`config.mk`:
```
export PLATFORM = sky130hd
export DESIGN_NAME = single_wire_humidity_frame_decoder_core
export DESIGN_NICKNAME = d
export VERILOG_FILES = /design/src/hw/rtl/swhfd_pkg.sv /design/src/hw/rtl/swhfd_frame_check.sv /design/src/hw/rtl/swhfd_edge_state.sv /design/src/hw/rtl/single_wire_humidity_frame_decoder_core.sv
export SDC_FILE = /design/constraint.sdc
export NUM_CORES = 1
export LEC_CHECK = 0
export ABC_AREA = 1
export BUFFER_PORTS_ARGS = -buffer_cell sky130_fd_sc_hd__buf_2
export CORE_MARGIN = 1
export CORE_UTILIZATION = 50
export DETAILED_ROUTE_END_ITERATION = 8
export PLACE_DENSITY = 0.69
export SYNTH_ARGS = -nofsm -noshare
export SYNTH_HDL_FRONTEND = slang
export SYNTH_SLANG_ARGS = --single-unit
```
`constraint.sdc`:
```
create_clock -name clk -period 4.3 [get_ports clk]
set_clock_uncertainty 0.15 [all_clocks]
set_input_delay 0.86 -clock clk [delete_from_list [all_inputs] [get_ports clk]]
set_output_delay 0.86 -clock clk [all_outputs]
set_load 0.02 [all_outputs]
```
`src/hw/rtl/swhfd_pkg.sv`:
```
package swhfd_pkg;

  localparam int unsigned FRAME_WORD_W = 40;
  localparam int unsigned EDGE_CNT_W   = 6;

  // Two leading edges only set the time reference; the remaining forty carry data bits.
  localparam logic [EDGE_CNT_W-1:0] FRAME_EDGES     = 6'd42;
  localparam logic [EDGE_CNT_W-1:0] FIRST_DATA_EDGE = 6'd2;

  localparam logic [15:0] THRESHOLD_RESET = 16'd100;

  localparam logic [1:0] CMD_START = 2'd0;
  localparam logic [1:0] CMD_EDGE  = 2'd1;
  localparam logic [1:0] CMD_DELAY = 2'd2;

  localparam logic [1:0] ERR_NONE     = 2'd0;
  localparam logic [1:0] ERR_EARLY    = 2'd1;
  localparam logic [1:0] ERR_CHECKSUM = 2'd2;

  localparam logic [15:0]        HUM_FAIL  = 16'hffff;
  localparam logic signed [15:0] TEMP_FAIL = -16'sd1;

  typedef struct packed {
    logic [15:0]        humidity;
    logic signed [15:0] temperature;
    logic [1:0]         status;
  } swhfd_result_t;

endpackage

```
`src/hw/rtl/swhfd_frame_check.sv`:
```
module swhfd_frame_check (
  input  logic [swhfd_pkg::FRAME_WORD_W-1:0] frame_word,
  output swhfd_pkg::swhfd_result_t           result,
  output logic                               sum_ok
);
  import swhfd_pkg::*;

  logic [15:0] hum;
  logic [15:0] raw;
  logic [7:0]  check;
  logic [7:0]  sum;
  logic [15:0] temp;

  assign hum   = frame_word[39:24];
  assign raw   = frame_word[23:8];
  assign check = frame_word[7:0];
  assign sum   = hum[15:8] + hum[7:0] + raw[15:8] + raw[7:0];
  assign sum_ok = (sum == check);

  // The sensor sends the temperature as sign and magnitude; negative zero comes out as zero.
  always_comb begin
    if (raw[15]) begin
      temp = 16'd0 - {1'b0, raw[14:0]};
    end else begin
      temp = raw;
    end
  end

  always_comb begin
    if (sum_ok) begin
      result.humidity    = hum;
      result.temperature = $signed(temp);
      result.status      = ERR_NONE;
    end else begin
      result.humidity    = HUM_FAIL;
      result.temperature = TEMP_FAIL;
      result.status      = ERR_CHECKSUM;
    end
  end

endmodule

```
`src/hw/rtl/swhfd_edge_state.sv`:
```
module swhfd_edge_state (
  input  logic                     clk,
  input  logic                     rst_n,
  input  logic                     item_en,
  input  logic [1:0]               command,
  input  logic [15:0]              edge_time,
  input  logic [15:0]              threshold,
  output logic                     res_valid,
  output swhfd_pkg::swhfd_result_t result
);
  import swhfd_pkg::*;

  logic                    delay_expired_r, delay_expired_nxt;
  logic                    frame_active_r, frame_active_nxt;
  logic [EDGE_CNT_W-1:0]   edge_count_r, edge_count_nxt;
  logic [15:0]             prev_time_r, prev_time_nxt;
  logic [FRAME_WORD_W-1:0] frame_bits_r, frame_bits_nxt;
  logic [15:0]             cached_hum_r, cached_hum_nxt;
  logic signed [15:0]      cached_temp_r, cached_temp_nxt;

  logic [15:0]             spacing;
  logic                    data_bit;
  logic [FRAME_WORD_W-1:0] shifted;
  logic [EDGE_CNT_W-1:0]   count_inc;
  swhfd_result_t           check_res;
  logic                    sum_ok;

  assign spacing   = edge_time - prev_time_r;
  assign data_bit  = (spacing >= threshold);
  assign shifted   = {frame_bits_r[FRAME_WORD_W-2:0], data_bit};
  assign count_inc = edge_count_r + 6'd1;

  // The last edge always carries a data bit, so the shifted word is the complete frame.
  swhfd_frame_check u_check (
    .frame_word (shifted),
    .result     (check_res),
    .sum_ok     (sum_ok)
  );

  always_comb begin
    delay_expired_nxt = delay_expired_r;
    frame_active_nxt  = frame_active_r;
    edge_count_nxt    = edge_count_r;
    prev_time_nxt     = prev_time_r;
    frame_bits_nxt    = frame_bits_r;
    cached_hum_nxt    = cached_hum_r;
    cached_temp_nxt   = cached_temp_r;
    res_valid         = 1'b0;
    result            = check_res;
    if (item_en) begin
      unique case (command)
        CMD_START: begin
          edge_count_nxt = '0;
          if (!delay_expired_r) begin
            frame_active_nxt   = 1'b0;
            res_valid          = 1'b1;
            result.humidity    = cached_hum_r;
            result.temperature = cached_temp_r;
            result.status      = ERR_EARLY;
          end else begin
            delay_expired_nxt = 1'b0;
            frame_active_nxt  = 1'b1;
            frame_bits_nxt    = '0;
          end
        end
        CMD_DELAY: begin
          delay_expired_nxt = 1'b1;
        end
        CMD_EDGE: begin
          if (frame_active_r) begin
            if (edge_count_r >= FIRST_DATA_EDGE) begin
              frame_bits_nxt = shifted;
            end
            prev_time_nxt  = edge_time;
            edge_count_nxt = count_inc;
            if (count_inc >= FRAME_EDGES) begin
              frame_active_nxt = 1'b0;
              res_valid        = 1'b1;
              if (sum_ok) begin
                cached_hum_nxt  = check_res.humidity;
                cached_temp_nxt = check_res.temperature;
              end
            end
          end
        end
        default: begin
        end
      endcase
    end
  end

  always_ff @(posedge clk) begin
    if (!rst_n) begin
      delay_expired_r <= 1'b0;
      frame_active_r  <= 1'b0;
      edge_count_r    <= '0;
      prev_time_r     <= '0;
      frame_bits_r    <= '0;
      cached_hum_r    <= '0;
      cached_temp_r   <= '0;
    end else begin
      delay_expired_r <= delay_expired_nxt;
      frame_active_r  <= frame_active_nxt;
      edge_count_r    <= edge_count_nxt;
      prev_time_r     <= prev_time_nxt;
      frame_bits_r    <= frame_bits_nxt;
      cached_hum_r    <= cached_hum_nxt;
      cached_temp_r   <= cached_temp_nxt;
    end
  end

endmodule

```
`src/hw/rtl/single_wire_humidity_frame_decoder_core.sv`:
```
// An item is registered on acceptance, and its result, if any, is registered from that
// first stage into the output stage, where it can be taken.
// Throughput: one item per cycle; the two-stage pipeline only holds while a result stalls.
// Reset (rst_n low, synchronous) clears the frame state, the cached reading and both
// pipeline stages, and sets the bit length threshold to 100 ticks.
module single_wire_humidity_frame_decoder_core (
  input  logic               clk,
  input  logic               rst_n,
  input  logic               cfg_wr_en,
  input  logic [15:0]        cfg_wr_data,
  input  logic               in_valid,
  output logic               in_stall,
  input  logic [1:0]         in_command,
  input  logic [15:0]        in_edge_time,
  output logic               out_valid,
  input  logic               out_stall,
  output logic [15:0]        out_humidity,
  output logic signed [15:0] out_temperature,
  output logic [1:0]         out_status
);
  import swhfd_pkg::*;

  logic          advance;
  logic [15:0]   threshold_r;
  logic          s1_valid_r;
  logic [1:0]    s1_command_r;
  logic [15:0]   s1_edge_time_r;
  logic          res_valid;
  swhfd_result_t res;
  logic          out_valid_r;
  swhfd_result_t out_res_r;

  // Both stages move together unless a finished result is waiting to be taken.
  assign advance  = !(out_valid_r && out_stall);
  assign in_stall = !advance;

  always_ff @(posedge clk) begin
    if (!rst_n) begin
      threshold_r <= THRESHOLD_RESET;
    end else if (cfg_wr_en) begin
      threshold_r <= cfg_wr_data;
    end
  end

  always_ff @(posedge clk) begin
    if (!rst_n) begin
      s1_valid_r  <= 1'b0;
      out_valid_r <= 1'b0;
    end else if (advance) begin
      s1_valid_r  <= in_valid;
      out_valid_r <= s1_valid_r && res_valid;
    end
  end

  always_ff @(posedge clk) begin
    if (advance) begin
      s1_command_r   <= in_command;
      s1_edge_time_r <= in_edge_time;
      if (res_valid) begin
        out_res_r <= res;
      end
    end
  end

  swhfd_edge_state u_state (
    .clk       (clk),
    .rst_n     (rst_n),
    .item_en   (s1_valid_r && advance),
    .command   (s1_command_r),
    .edge_time (s1_edge_time_r),
    .threshold (threshold_r),
    .res_valid (res_valid),
    .result    (res)
  );

  assign out_valid       = out_valid_r;
  assign out_humidity    = out_res_r.humidity;
  assign out_temperature = out_res_r.temperature;
  assign out_status      = out_res_r.status;

endmodule

```
# Yosys cells after proc, flatten, opt, wreduce, memory -nomap -nowiden
# Cells that the tools add are included.
# op_classes
add_sub_neg	6
magnitude_cmp	3
n_eq_ne	6
muxes	21
bitwise	1
reduce_logical	14
# ops
cell	n
$mux W34	4
$mux W39	3
$pmux W39 S2	1
$add A8 B8 Y8	3
$ge A16 B16 Y1	1
$mux W16	1
$sub A1 B15 Y16 const A	1
$sub A16 B16 Y16	1
$pmux W6 S2	1
$reduce_and A5 Y1	2
$eq A8 B8 Y1	1
$mux W1	7
$add A6 B1 Y6 const B	1
$ge A6 B2 Y1 const B	1
$ge A6 B6 Y1 const B	1
$mux W6	1
$ne A2 B1 Y1 const B	3
$pmux W1 S2	3
$reduce_and A2 Y1	3
$reduce_and A3 Y1	2
$reduce_bool A2 Y1	2
$logic_and A1 B1 Y1	3
$eq A2 B1 Y1 const B	1
$eq A2 B2 Y1 const B	1
other kinds (3)	3
# word_totals
reg_bits	165
input_bits	39
out_inout_bits	36
elab_cells	66

# Depth between registers and ports, before layout
# Gate-level depths: netlist (run 1).
# depth
word_depth	8
ltp_mapped	25
ltp_nobuf	24

# By module
# From an unflattened synthesis (run 1), not the netlist that was laid out.
# unflattened
cells_unflattened	1173
area_unflattened_um2	8906.0
# by_module_without_submodules
module	instances	cells_each	area_each_um2	seq_area_each_um2
swhfd_edge_state	1	788	5235.0	1901.8
single_wire_humidity_frame_decoder_core	1	135	2202.1	1921.8
swhfd_frame_check	1	250	1468.9	0.0

# Worst setup path after synthesis (run 1)
# OpenSTA, ideal clock, no wires.
# synth_path
path_type	flip-flop to flip-flop
start	register u_state.frame_bits_r[16]
end	register out_res_r (netlist bit out_temperature[2]) (data pin)
setup_ns	0.255
arrival_ns	3.306
required_time_ns	3.895
path_slack_ns	0.589
path_stages_with_launch	19
n_path_buf	2
period_less_slack_ns	3.711
cell_sequence	dfxtp_1 fa_1 fa_1 ha_1 inv_1 fa_1 or2_1 nand3_1 nand2_1 nor2_1 nand2_1 inv_1 nand3_1 nor2_4 nand2_1 buf_2 buf_6 o22ai_1 inv_1
# synth_lines
item	line	source
start, declared	swhfd_edge_state.sv:17	logic [FRAME_WORD_W-1:0] frame_bits_r, frame_bits_nxt;
start signal, assigned	swhfd_edge_state.sv:106	frame_bits_r <= frame_bits_nxt;
end signal, assigned	single_wire_humidity_frame_decoder_core.sv:60	out_res_r <= res;
end, declared	single_wire_humidity_frame_decoder_core.sv:31	swhfd_result_t out_res_r;

# Final worst setup path (run 1)
# layout_path
start	register s1_edge_time_r[0]
end	register u_state.cached_temp_r[1]
# layout_via
elab_chain_cells	4
elab_cells_between_ends	5
classes_between	add/sub: 1; order compare: 1; eq/ne: 1; mux: 1; reduce/logical: 1
# layout_lines
item	line	source
start, declared	single_wire_humidity_frame_decoder_core.sv:27	logic [15:0] s1_edge_time_r;
start signal, assigned	single_wire_humidity_frame_decoder_core.sv:58	s1_edge_time_r <= in_edge_time;
$sub A16 B16 Y16 *	swhfd_edge_state.sv:28	assign spacing = edge_time - prev_time_r;
$ge A16 B16 Y1 *	swhfd_edge_state.sv:29	assign data_bit = (spacing >= threshold);
$eq A8 B8 Y1 *	swhfd_frame_check.sv:18	assign sum_ok = (sum == check);
$reduce_and A5 Y1 (no line) / $mux W34 (equally long branches)	--	
end signal, assigned	swhfd_edge_state.sv:108	cached_temp_r <= cached_temp_nxt;
end, declared	swhfd_edge_state.sv:19	logic signed [15:0] cached_temp_r, cached_temp_nxt;
# Mark *: on every way between the ends. The rest lies on a longest branch, timed or not.
# A chain may end at the register's enable or synchronous reset.

==> reports/results.txt, run 1 <==
run status -> finished, final reports clean
P_leak -> 0.00464 µW
crit-path most repeated cell -> sky130_fd_sc_hd__nand2_1
mean post-synth cell area -> 7.86 µm²
post-placement cell area -> 9230 µm²
final instance area -> 9840 µm²
power after layout -> 3600 µW
fill cell count -> 1488
Net count, final -> 1262
combinational family with the most area after synthesis -> simple AND/OR/NAND/NOR gates
Detailed Place HPWL -> 13000 µm
primary flip-flop cell chosen by synthesis mapping -> sky130_fd_sc_hd__dfxtp_1
final max-slew violation count -> 0
largest stage delay on the critical path -> 0.41 ns
launch point of the worst reg-to-reg path -> s1_edge_time_r[0]
number of antenna-violating nets in the routed design -> 0
number of synthesized flops with an enable pin -> 52
detailed-route wire length per cell -> 13.3 µm
Achievable Freq -> 254 MHz
minimum setup slack after placement -> 0.355 ns
number of setup violations in the final report -> 0
Max stage delay cell, worst path -> sky130_fd_sc_hd__fa_1
Die Ht -> 133 µm
Worst IR Drop VDD -> 0.254 mV
clock transition time at the flip-flop clock pins of the worst setup and hold paths -> 0.07 ns
insertion delay to the later sink of the worst-skew pair -> 0.43 ns
total wire length -> 18600 µm
clock root cell -> sky130_fd_sc_hd__clkbuf_16
cell family with most CP delay -> simple AND/OR/NAND/NOR gates
leading post-synthesis cells by cell area -> sky130_fd_sc_hd__dfxtp_1 26%, sky130_fd_sc_hd__edfxtp_1 18%, sky130_fd_sc_hd__nand2_1 12%, sky130_fd_sc_hd__inv_1 6.7%, sky130_fd_sc_hd__ha_1 6.1%
antenna violations before repair -> 0
total of warnings raised by yosys -> 0
diode count -> 0
total power density per cell area -> 366 nW/µm²
first-pass GRT wire length -> 30300 µm
setup TNS after final layout -> 0 ns
total global-route track usage -> 0.215
count of maximum capacitance violations -> 0
post-synthesis instance area -> 8620 µm²
cell taking the most area after synthesis -> sky130_fd_sc_hd__dfxtp_1
actual transition at the worst max-transition pin -> 0.988 ns
kind of launch point of the worst setup path -> register
clock buffer count from CTS -> 17
Yosys cell types -> 43
via density per instance -> 4.98
worst hold slack -> 0.308 ns
post-synthesis share of cell area spent on xor and xnor gates -> 0.0345
Site Rows -> 47
largest net degree at the start of global routing -> 65
Synth Instances -> 1097
vias in the first global route -> 6226
R2R depth -> 25
Min-Delay Path Depth -> 2
total DRC errors in the routed layout -> 0
required arrival time at the worst endpoint -> 4.48 ns
CTS sink cnt -> 165
Min Clock Period, post-route -> 3.94 ns
post-synthesis mux area share -> 0
layout cell share with drive strength beyond 1 -> 0.122
count of routing violations after the opening detailed-route iteration -> 522
buffers and inverters on the worst path -> 5
Tcrit/Tclk final -> 0.916
number of synthesized register bits -> 165
Max H-tree Level -> 4
initial core utilization -> 0.516
reg-to-reg setup timing slack -> 0.36 ns
core outline area -> 16700 µm²
startpoint of the tightest hold check path -> u_state.prev_time_r[9]
global route total overflow -> 0
commonest cells after routing, fill and taps aside -> 270 x sky130_fd_sc_hd__nand2_1, 155 x sky130_fd_sc_hd__inv_1, 113 x sky130_fd_sc_hd__dfxtp_1
global placer's final weighted congestion -> 0.898
Layout area overhead -> 14.1%
Reg2Reg Capture Point -> u_state.cached_temp_r[1]
net count of the mapped netlist -> 1193
die width -> 133 µm
worst-case headroom to the max-slew limit -> 0.340
proportion of register bits with asynchronous set or reset after synthesis -> 0
CTS tree -> built
commonest non-fill, non-tap cell in the layout -> sky130_fd_sc_hd__nand2_1
Total Die Area -> 17800 µm²
Synth Area in Compound Gates -> 0.128
count of vias placed by the detailed router -> 6974
start-to-end type of the worst setup path -> reg -> reg
share of the synthesized area in the top cell type -> 0.262
IO buf count -> 74
Critical Path End Type -> register
endpoint with the worst hold slack -> u_state.prev_time_r[9]
number of buffers on the longest clock path -> 2
I/O Pins -> 75
signal arrival time at the worst endpoint -> 4.12 ns
length of the first detailed-routing pass in iterations -> 5
worst min-delay path category -> reg -> reg
maximum fanout encountered on the critical timing path -> 60
sequential fraction of the synthesis area -> 0.444
Synth Area in Simple Gates -> 0.205
adder-cell share of the synthesized area -> 0.0958
Final Hold Fails -> 0
min setup slack post-route -> 0.361 ns
cell usage after synthesis (2+ instances only):
master,count
sky130_fd_sc_hd__ha_1,42
sky130_fd_sc_hd__o22ai_1,9
sky130_fd_sc_hd__buf_4,2
sky130_fd_sc_hd__a21oi_1,98
sky130_fd_sc_hd__xor2_1,24
sky130_fd_sc_hd__dfxtp_1,113
sky130_fd_sc_hd__nand3_1,30
sky130_fd_sc_hd__xnor2_1,10
sky130_fd_sc_hd__o21ai_1,6
sky130_fd_sc_hd__buf_6,5
sky130_fd_sc_hd__buf_2,6
sky130_fd_sc_hd__nand4_1,12
sky130_fd_sc_hd__inv_1,155
sky130_fd_sc_hd__nor3_1,6
sky130_fd_sc_hd__nand2_1,271
sky130_fd_sc_hd__inv_2,4
sky130_fd_sc_hd__a211oi_1,4
sky130_fd_sc_hd__fa_1,15
sky130_fd_sc_hd__o31ai_1,2
sky130_fd_sc_hd__or2_2,5
sky130_fd_sc_hd__nor2_1,97
sky130_fd_sc_hd__o21ai_0,81
sky130_fd_sc_hd__clkbuf_1,27
sky130_fd_sc_hd__a21o_1,2
sky130_fd_sc_hd__buf_1,2
sky130_fd_sc_hd__edfxtp_1,52
worst max path at each step:
stage	to	from	depth (start not counted)	slack, ns
after floorplan	out_temperature[2]	u_state.frame_bits_r[16]	18	0.59
after global placement	u_state.cached_temp_r[2]	s1_edge_time_r[0]	25	0.48
after detailed placement	out_humidity[15]	s1_edge_time_r[0]	24	0.36
after CTS	out_temperature[15]	s1_edge_time_r[0]	24	0.32
after global routing	u_state.cached_hum_r[5]	s1_edge_time_r[0]	25	-0.01
final	u_state.cached_temp_r[1]	s1_edge_time_r[0]	25	0.36
state kept, by name (all words and copies together) (netlist names):
name and cells:
s1_edge_time_r 16, u_state.frame_bits_r 39, out_temperature 16, u_state.delay_expired_r 1, threshold_r 16, s1_command_r 2
u_state.edge_count_r 6, out_humidity 16, u_state.prev_time_r 16, out_valid 1, u_state.frame_active_r 1, u_state.cached_temp_r 16
s1_valid_r 1, out_status 2, u_state.cached_hum_r 16
through the flow:
stage / utilization / cells
after global routing: 0.589 / 1399
after floorplan: - / 1097
final: 0.589 / 1399
after global placement: 0.552 / 1366
after detailed placement: 0.552 / 1366
after CTS: 0.588 / 1398
logic make-up after synthesis:
kind of cell             after synthesis
AND/OR/NAND/NOR                      431
AO/OA/AOI/OAI                        209
flip-flops                           165
adder cells (fa/ha/maj)               57
XOR/XNOR                              34
buffers and inverters                201
layout make-up:
| cell class | instances | area (µm²) | area share |
|---|---|---|---|
| Clock buffer | 17 | 425 | 0.0432 |
| Timing Repair Buffer | 92 | 538 | 0.0547 |
| Sequential cell | 165 | 3820 | 0.389 |
| Tap cell | 220 | 275 | 0.0280 |
| Clock inverter | 15 | 166 | 0.0169 |
| Inverter | 159 | 597 | 0.0607 |
| Multi-Input combinational cell | 731 | 4010 | 0.408 |
worst reg2reg max path, cell delays in order (launching register included):
cell,delay (ns)
sky130_fd_sc_hd__edfxtp_1,0.32
sky130_fd_sc_hd__inv_1,0.05
sky130_fd_sc_hd__ha_1,0.23
sky130_fd_sc_hd__fa_1,0.41
sky130_fd_sc_hd__nand3b_1,0.19
sky130_fd_sc_hd__nand2_2,0.10
sky130_fd_sc_hd__inv_1,0.04
sky130_fd_sc_hd__o21ai_0,0.25
sky130_fd_sc_hd__nand4_1,0.12
sky130_fd_sc_hd__nand2_1,0.12
sky130_fd_sc_hd__xor2_1,0.20
sky130_fd_sc_hd__ha_1,0.26
sky130_fd_sc_hd__nand2_1,0.08
sky130_fd_sc_hd__inv_1,0.04
sky130_fd_sc_hd__nand3_1,0.09
sky130_fd_sc_hd__a21oi_1,0.05
sky130_fd_sc_hd__nor2_1,0.15
sky130_fd_sc_hd__nand3_1,0.12
sky130_fd_sc_hd__nand2_1,0.07
sky130_fd_sc_hd__nand2_1,0.06
sky130_fd_sc_hd__buf_4,0.16
sky130_fd_sc_hd__nand3_4,0.09
sky130_fd_sc_hd__buf_16,0.24
sky130_fd_sc_hd__nand2_1,0.10
sky130_fd_sc_hd__nand2_1,0.08
sky130_fd_sc_hd__nor2_1,0.05
per-layer routing:
layer,up-vias,GRT usage,share of wire
li1,3657,-,-
met5,-,0,0
met2,124,0.323,0.44
met3,16,0.0403,0.036
met1,3177,0.313,0.51
met4,0,0.0606,0.012
repair_timing:
item,CTS,global route
setup endpoints to repair,0,45
endpoints found under the hold margin,0,0
hold buffers,0,0
resized for setup,0,9
setup buffers,0,1
where the power goes:
group / leakage (µW) / switching [µW] / internal, µW / total (µW)
clock network: 0.000288 / 666 / 870 / 1540
registers: 0.00141 / 14.1 / 1660 / 1680
logic: 0.00294 / 240 / 142 / 382
total: 0.00464 / 920 / 2680 / 3600
No activity file was read; power rests on OpenSTA's default activity.
==> run 2: changes to the inputs <==
--- a/config.mk
+++ b/config.mk
@@ -9,6 +9,7 @@
 export BUFFER_PORTS_ARGS = -buffer_cell sky130_fd_sc_hd__buf_2
 export CORE_MARGIN = 1
 export CORE_UTILIZATION = 50
+export CTS_BUF_LIST = sky130_fd_sc_hd__clkbuf_8
 export DETAILED_ROUTE_END_ITERATION = 8
 export PLACE_DENSITY = 0.69
 export SYNTH_ARGS = -nofsm -noshare
==> reports/results.txt, run 2 (same netlist as run 1, synthesis figures left out) <==
run status -> finished, final reports clean (unchanged)
initial core utilization -> 0.516 (unchanged)
wire length on met3 -> 772 µm (was 669 µm)
area occupied by multi-input gates -> 4010 µm² (about the same)
Post-Route M1 WL -> 9420 µm (was 9550 µm)
Die Ht -> 133 µm (unchanged)
Layout area overhead -> 11.8% (was 14.1%)
Critical Path End Type -> register (unchanged)
global placer's final weighted congestion -> 0.898 (unchanged)
actual transition at the worst max-transition pin -> 0.971 ns (was 0.988 ns)
Final Hold Fails -> 0 (unchanged)
total DRC errors in the routed layout -> 0 (unchanged)
clock root cell -> sky130_fd_sc_hd__clkbuf_8 (was sky130_fd_sc_hd__clkbuf_16)
diode count -> 0 (unchanged)
final max-slew violation count -> 0 (unchanged)
start-to-end type of the worst setup path -> reg -> reg (unchanged)
clock buffer count from CTS -> 17 (unchanged)
largest reg by FF count -> u_state.frame_bits_r (unchanged)
length of the first detailed-routing pass in iterations -> 5 (unchanged)
largest net degree at the start of global routing -> 65 (unchanged)
P_leak -> 0.00455 µW (was 0.00464 µW)
first-pass GRT wire length -> 29900 µm (was 30300 µm)
number of setup violations in the final report -> 0 (unchanged)
commonest non-fill, non-tap cell in the layout -> sky130_fd_sc_hd__nand2_1 (unchanged)
number of antenna-violating nets in the routed design -> 0 (unchanged)
total wire length -> 18300 µm (was 18600 µm)
layout cell share with drive strength beyond 1 -> 0.121 (was 0.122)
storage element area -> 3820 µm² (unchanged)
highest signal layer in the routed design -> met4 (unchanged)
setup TNS after final layout -> 0 ns (unchanged)
final instance area -> 9640 µm² (was 9840 µm²)
global route total overflow -> 0 (unchanged)
total power density per cell area -> 333 nW/µm² (was 366 nW/µm²)
worst min-delay path category -> reg -> reg (unchanged)
Total Die Area -> 17800 µm² (unchanged)
total global-route track usage -> 0.212 (was 0.215)
I/O Pins -> 75 (unchanged)
die width -> 133 µm (unchanged)
fill cell count -> 1526 (was 1488)
Detailed Place HPWL -> 13000 µm (unchanged)
CTS sink cnt -> 165 (unchanged)
kind of launch point of the worst setup path -> register (unchanged)
signal arrival time at the worst endpoint -> 3.94 ns (was 4.12 ns)
detailed-route wire length per cell -> 13.1 µm (was 13.3 µm)
Tcrit/Tclk final -> 0.903 (was 0.916)
Net count, final -> 1262 (unchanged)
post-placement cell area -> 9230 µm² (unchanged)
insertion delay to the later sink of the worst-skew pair -> 0.47 ns (was 0.43 ns)
Site Rows -> 47 (unchanged)
maximum fanout encountered on the critical timing path -> 29 (was 60)
Worst IR Drop VDD -> 0.217 mV (was 0.254 mV)
flip-flop count of the largest register after layout -> 39 (unchanged)
clock transition time at the flip-flop clock pins of the worst setup and hold paths -> 0.09 ns (was 0.07 ns)
count of routing violations after the opening detailed-route iteration -> 537 (was 522)
Met2 Wirelength -> 7730 µm (was 8150 µm)
Max H-tree Level -> 4 (unchanged)
count of vias placed by the detailed router -> 6918 (was 6974)
Post-CTS Hold Fix Bufs -> 0 (unchanged)
via density per instance -> 4.94 (was 4.98)
IO buf count -> 74 (unchanged)
unrepaired setup endpoints after global routing -> no
core outline area -> 16700 µm² (unchanged)
antenna violations before repair -> 0 (unchanged)
worst-case headroom to the max-slew limit -> 0.352 (was 0.340)
Achievable Freq -> 258 MHz (was 254 MHz)
commonest cells after routing, fill and taps aside -> 271 x sky130_fd_sc_hd__nand2_1, 155 x sky130_fd_sc_hd__inv_1, 113 x sky130_fd_sc_hd__dfxtp_1 (was 270 x sky130_fd_sc_hd__nand2_1, 155 x sky130_fd_sc_hd__inv_1, 113 x sky130_fd_sc_hd__dfxtp_1)
required arrival time at the worst endpoint -> 4.36 ns (was 4.48 ns)
Min Clock Period, post-route -> 3.88 ns (was 3.94 ns)
number of buffers on the longest clock path -> 2 (unchanged)
CTS tree -> built (unchanged)
vias in the first global route -> 6124 (was 6226)
count of maximum capacitance violations -> 0 (unchanged)
## run 2: changes by cell type in the layout (fill, tap and decap cells not counted)
cell,previous run,this run
sky130_fd_sc_hd__buf_16,1,0
sky130_fd_sc_hd__o21ai_0,75,76
sky130_fd_sc_hd__nand2_1,270,271
sky130_fd_sc_hd__clkbuf_8,0,17
sky130_fd_sc_hd__nand2_2,2,1
sky130_fd_sc_hd__buf_12,1,2
sky130_fd_sc_hd__o21ai_1,12,11
sky130_fd_sc_hd__clkbuf_16,17,0
## run 2: final timing paths
path	startpoint	cells after the start	end	slack, ns
max	s1_edge_time_r[0]	24	out_humidity[0]	0.42
min	u_state.prev_time_r[9]	2	u_state.prev_time_r[9]	0.31
max reg2reg	s1_edge_time_r[0]	24	out_humidity[0]	0.42
min reg2reg	u_state.prev_time_r[9]	2	u_state.prev_time_r[9]	0.31
## run 2: final cells by class
type / instances / area share
multi-input combinational: 731 / 0.416
tap: 220 / 0.0286
clock inverter: 15 / 0.0173
clock buffer: 17 / 0.0243
inverter: 159 / 0.0619
timing repair buffer: 92 / 0.0551
sequential: 165 / 0.397
## run 2: power breakdown
| part | total [µW] | internal [µW] | switching (µW) |
|---|---|---|---|
| Clock | 1150 | 531 | 618 |
| Sequential | 1680 | 1660 | 14.1 |
| Combinational | 380 | 142 | 238 |
## run 2: metal layers
layer | GRT usage | up-vias
li1 | - | 3656
met1 | 0.313 | 3093
met4 | 0.0764 | 0
met3 | 0.0384 | 24
met5 | 0 | -
met2 | 0.310 | 145
## run 2: critical path, stage by stage, from the launching register on
cell and delay [ns]:
sky130_fd_sc_hd__edfxtp_1 0.33, sky130_fd_sc_hd__inv_1 0.05, sky130_fd_sc_hd__ha_1 0.23, sky130_fd_sc_hd__fa_1 0.40, sky130_fd_sc_hd__nand3b_1 0.17, sky130_fd_sc_hd__nand2_1 0.12, sky130_fd_sc_hd__nand4_1 0.09, sky130_fd_sc_hd__o211ai_1 0.11
sky130_fd_sc_hd__nand2_1 0.08, sky130_fd_sc_hd__nand2_1 0.10, sky130_fd_sc_hd__nand2_1 0.06, sky130_fd_sc_hd__nand2_1 0.07, sky130_fd_sc_hd__xor2_1 0.18, sky130_fd_sc_hd__inv_1 0.07, sky130_fd_sc_hd__ha_1 0.27, sky130_fd_sc_hd__nand3_1 0.10
sky130_fd_sc_hd__nor2_2 0.15, sky130_fd_sc_hd__nand3_1 0.10, sky130_fd_sc_hd__nand3_1 0.12, sky130_fd_sc_hd__nand2_1 0.06, sky130_fd_sc_hd__nand2_1 0.08, sky130_fd_sc_hd__nand2_1 0.09, sky130_fd_sc_hd__buf_12 0.17, sky130_fd_sc_hd__o21ai_0 0.18
sky130_fd_sc_hd__o21ai_0 0.11
## run 2: stage by stage
stage	hold WS, ns	util	total power (µW)	cells	setup slack, ns
6_report	0.312	0.577	3210	1399	0.417
3_5_place_dp	0.302	0.552	2090	1366	0.355
5_1_grt	0.331	0.577	3350	1399	0.00971
2_1_floorplan	0.283	-	1980	1097	0.589
4_1_cts	0.315	0.576	3230	1398	0.337
3_3_place_gp	0.294	0.552	2080	1366	0.478
## run 2: what timing repair did
action / 4_1_cts / 5_1_grt
buffers inserted: 0 / 1
endpoints found under the setup margin: 0 / 37
resized for setup: 0 / 6
==> run 3: changes to the inputs <==
--- a/config.mk
+++ b/config.mk
@@ -5,13 +5,13 @@
 export SDC_FILE = /design/constraint.sdc
 export NUM_CORES = 1
 export LEC_CHECK = 0
-export ABC_AREA = 1
 export BUFFER_PORTS_ARGS = -buffer_cell sky130_fd_sc_hd__buf_2
 export CORE_MARGIN = 1
 export CORE_UTILIZATION = 50
 export CTS_BUF_LIST = sky130_fd_sc_hd__clkbuf_8
 export DETAILED_ROUTE_END_ITERATION = 8
 export PLACE_DENSITY = 0.69
+export SKIP_CTS_REPAIR_TIMING = 1
 export SYNTH_ARGS = -nofsm -noshare
 export SYNTH_HDL_FRONTEND = slang
 export SYNTH_SLANG_ARGS = --single-unit
==> reports/results.txt, run 3 <==
kind of launch point of the worst setup path -> register (unchanged)
number of synthesized register bits -> 165 (unchanged)
number of synthesized flops with an enable pin -> 52 (unchanged)
core outline area -> 16000 µm² (was 16700 µm²)
fill cell count -> 1448 (was 1526)
diode count -> 0 (unchanged)
total DRC errors in the routed layout -> 0 (unchanged)
Layout Utilization -> 0.593 (was 0.577)
Clock power frac -> 0.357 (was 0.358)
switching component of the power -> 827 µW (was 870 µW)
number of setup violations in the final report -> 1 (was 0)
Min Clock Period, post-route -> 4.30 ns (was 3.88 ns)
layout cell share with drive strength beyond 1 -> 0.169 (was 0.121)
die width -> 131 µm (was 133 µm)
sequential fraction of the synthesis area -> 0.463 (was 0.444)
clock buffer count from CTS -> 17 (unchanged)
Total Die Area -> 17000 µm² (was 17800 µm²)
Final Hold Fails -> 0 (unchanged)
worst hold slack -> 0.310 ns (was 0.312 ns)
unrepaired setup endpoints after global routing -> yes (was no)
Detailed Place HPWL -> 12500 µm (was 13000 µm)
clock root cell -> sky130_fd_sc_hd__clkbuf_8 (unchanged)
most used standard cells in the synthesized netlist -> 126 x sky130_fd_sc_hd__nor2_1, 113 x sky130_fd_sc_hd__dfxtp_1, 90 x sky130_fd_sc_hd__nand2_1 (was 271 x sky130_fd_sc_hd__nand2_1, 155 x sky130_fd_sc_hd__inv_1, 113 x sky130_fd_sc_hd__dfxtp_1)
primary flip-flop cell chosen by synthesis mapping -> sky130_fd_sc_hd__dfxtp_1 (unchanged)
post-synthesis instance area -> 8260 µm² (was 8620 µm²)
count of routing violations after the opening detailed-route iteration -> 408 (was 537)
highest signal layer in the routed design -> met4 (unchanged)
proportion of register bits with asynchronous set or reset after synthesis -> 0 (unchanged)
Post-Route M1 WL -> 8140 µm (was 9420 µm)
total of warnings raised by yosys -> 0 (unchanged)
total power density per cell area -> 338 nW/µm² (was 333 nW/µm²)
final max-slew violation count -> 0 (unchanged)
wire length on met3 -> 551 µm (was 772 µm)
Critical Path End Type -> register (unchanged)
global placer's final weighted congestion -> 0.905 (was 0.898)
global route total overflow -> 0 (unchanged)
actual transition at the worst max-transition pin -> 0.812 ns (was 0.971 ns)
P_leak -> 0.00378 µW (was 0.00455 µW)
commonest cells after routing, fill and taps aside -> 126 x sky130_fd_sc_hd__nor2_1, 113 x sky130_fd_sc_hd__dfxtp_1, 90 x sky130_fd_sc_hd__nand2_1 (was 271 x sky130_fd_sc_hd__nand2_1, 155 x sky130_fd_sc_hd__inv_1, 113 x sky130_fd_sc_hd__dfxtp_1)
length of the first detailed-routing pass in iterations -> 5 (unchanged)
Achievable Freq -> 232 MHz (was 258 MHz)
min setup slack post-route -> -0.00455 ns (was 0.417 ns)
detailed-route wire length per cell -> 15.3 µm (was 13.1 µm)
internal portion of total power -> 2380 µW (was 2340 µW)
total global-route track usage -> 0.220 (was 0.212)
signal arrival time at the worst endpoint -> 4.52 ns (was 3.94 ns)
Max H-tree Level -> 4 (unchanged)
IO buf count -> 74 (unchanged)
Met2 Wirelength -> 9070 µm (was 7730 µm)
worst min-delay path category -> reg -> reg (unchanged)
insertion delay to the later sink of the worst-skew pair -> 0.47 ns (about the same)
Worst IR Drop VDD -> 0.215 mV (was 0.217 mV)
required arrival time at the worst endpoint -> 4.51 ns (was 4.36 ns)
leading post-synthesis cells by cell area -> sky130_fd_sc_hd__dfxtp_1 27%, sky130_fd_sc_hd__edfxtp_1 19%, sky130_fd_sc_hd__ha_1 6.4%, sky130_fd_sc_hd__nor2_1 5.7%, sky130_fd_sc_hd__mux2i_1 4.1% (was sky130_fd_sc_hd__dfxtp_1 26%, sky130_fd_sc_hd__edfxtp_1 18%, sky130_fd_sc_hd__nand2_1 12%, sky130_fd_sc_hd__inv_1 6.7%, sky130_fd_sc_hd__ha_1 6.1%)
CTS sink cnt -> 165 (unchanged)
commonest non-fill, non-tap cell in the layout -> sky130_fd_sc_hd__nor2_1 (was sky130_fd_sc_hd__nand2_1)
CTS tree -> built (unchanged)
net count of the mapped netlist -> 960 (was 1193)
share of total power in sequential cells -> 0.522 (was 0.523)
flip-flop count of the largest register after layout -> 39 (unchanged)
violated checks -> negative setup slack
most frequently used cell type in the post-synthesis netlist -> sky130_fd_sc_hd__nor2_1 (was sky130_fd_sc_hd__nand2_1)
worst-case headroom to the max-slew limit -> 0.459 (was 0.352)
largest net degree at the start of global routing -> 51 (was 65)
maximum fanout encountered on the critical timing path -> 8 (was 29)
number of buffers on the longest clock path -> 2 (unchanged)
Tcrit/Tclk final -> 1.00 (was 0.903)
share of the synthesized area in the top cell type -> 0.274 (was 0.262)
Yosys cell types -> 59 (was 43)
Site Rows -> 46 (was 47)
number of antenna-violating nets in the routed design -> 0 (unchanged)
Net count, final -> 1048 (was 1262)
Synth Instances -> 864 (was 1097)
via density per instance -> 5.35 (was 4.94)
antenna violations before repair -> 0 (unchanged)
run status -> finished with violations (was finished, final reports clean)
I/O Pins -> 75 (unchanged)
part of the power in combinational logic -> 0.121 (was 0.119)
vias in the first global route -> 6035 (was 6124)
start-to-end type of the worst setup path -> reg -> reg (unchanged)
total wire length -> 18100 µm (was 18300 µm)
clock transition time at the flip-flop clock pins of the worst setup and hold paths -> 0.09 ns (about the same)
count of vias placed by the detailed router -> 6321 (was 6918)
Layout area overhead -> 15.0% (was 11.8%)
first-pass GRT wire length -> 29000 µm (was 29900 µm)
count of maximum capacitance violations -> 0 (unchanged)
Sw Ratio -> 0.258 (was 0.272)
initial core utilization -> 0.516 (about the same)
mean post-synth cell area -> 9.56 µm² (was 7.86 µm²)
cell taking the most area after synthesis -> sky130_fd_sc_hd__dfxtp_1 (unchanged)
largest reg by FF count -> u_state.frame_bits_r (unchanged)
Die Ht -> 131 µm (was 133 µm)
## run 3: changes by cell type after synthesis, sizes merged, moves of 17 or more
cell / delta
nand2: -182
inv: -111
o21ai: -73
a21oi: -46
a22oi: +40
mux2i: +34
a31oi: +28
nor2: +28
nand3: -23
xnor2: +17
## run 3: worst paths after layout
kind	depth (start not counted)	slack, ns	from	endpoint
setup / recovery	16	-0.005	s1_edge_time_r[8]	u_state.cached_temp_r[8]
hold / removal	2	0.31	u_state.prev_time_r[6]	u_state.prev_time_r[6]
setup reg to reg	16	-0.005	s1_edge_time_r[8]	u_state.cached_temp_r[8]
hold reg to reg	2	0.31	u_state.prev_time_r[6]	u_state.prev_time_r[6]
## run 3: per-stage QoR
step / setup WS [ns] / setup TNS (ns) / instances / cell area [µm²] / power (µW)
after detailed placement: -0.119 / -1.89 / 1147 / 9040 / 2090
after floorplan: 0.0657 / 0 / 864 / 8300 / 1970
after CTS: -0.181 / -4.01 / 1179 / 9440 / 3230
after global placement: 0.0118 / 0 / 1147 / 9040 / 2090
final: -0.00455 / -0.00455 / 1181 / 9500 / 3210
after global routing: -0.160 / -7.40 / 1181 / 9500 / 3350
## run 3: cell type report
class | count | area [µm²] | area share
Sequential cell | 165 | 3820 | 0.403
Timing Repair Buffer | 115 | 717 | 0.0755
Tap cell | 216 | 270 | 0.0285
Inverter | 49 | 184 | 0.0194
Clock inverter | 12 | 125 | 0.0132
Multi-Input combinational cell | 604 | 4100 | 0.432
Clock buffer | 20 | 275 | 0.0290
## run 3: power groups by stage
| stage | clock network (µW) | registers, µW | logic, µW |
|---|---|---|---|
| 3_5_place_dp | 0 | 1710 | 382 |
| 4_1_cts | 1170 | 1680 | 384 |
| 3_3_place_gp | 0 | 1710 | 377 |
| 2_1_floorplan | 0 | 1720 | 248 |
| 6_report | 1140 | 1680 | 388 |
| 5_1_grt | 1230 | 1680 | 434 |
## run 3: cell families after synthesis
family	count (synthesis)	synth area share
flip-flops	165	0.463
AND/OR/NAND/NOR	273	0.141
multiplexers	36	0.0449
XOR/XNOR	46	0.0497
AO/OA/AOI/OAI	192	0.153
buffers and inverters	95	0.0479
adder cells (fa/ha/maj)	57	0.100
## run 3: critical path: stages (launching register included)
cell                       delay [ns]
sky130_fd_sc_hd__edfxtp_1        0.44
sky130_fd_sc_hd__ha_4            0.24
sky130_fd_sc_hd__a21o_1          0.18
sky130_fd_sc_hd__a21oi_2         0.14
sky130_fd_sc_hd__inv_1           0.07
sky130_fd_sc_hd__a2111o_1        0.39
sky130_fd_sc_hd__o21ai_2         0.15
sky130_fd_sc_hd__or4b_4          0.46
sky130_fd_sc_hd__o211ai_1        0.12
sky130_fd_sc_hd__ha_1            0.29
sky130_fd_sc_hd__nand4_1         0.10
sky130_fd_sc_hd__a211oi_1        0.06
sky130_fd_sc_hd__a2111o_1        0.54
sky130_fd_sc_hd__xor2_4          0.21
sky130_fd_sc_hd__nor3_4          0.20
sky130_fd_sc_hd__buf_12          0.17
sky130_fd_sc_hd__mux2_4          0.30
## run 3: layer usage
layer,GRT usage,up-vias
met1,0.278,3008
met4,0.0798,0
met5,0,-
li1,-,3198
met2,0.380,93
met3,0.0375,22
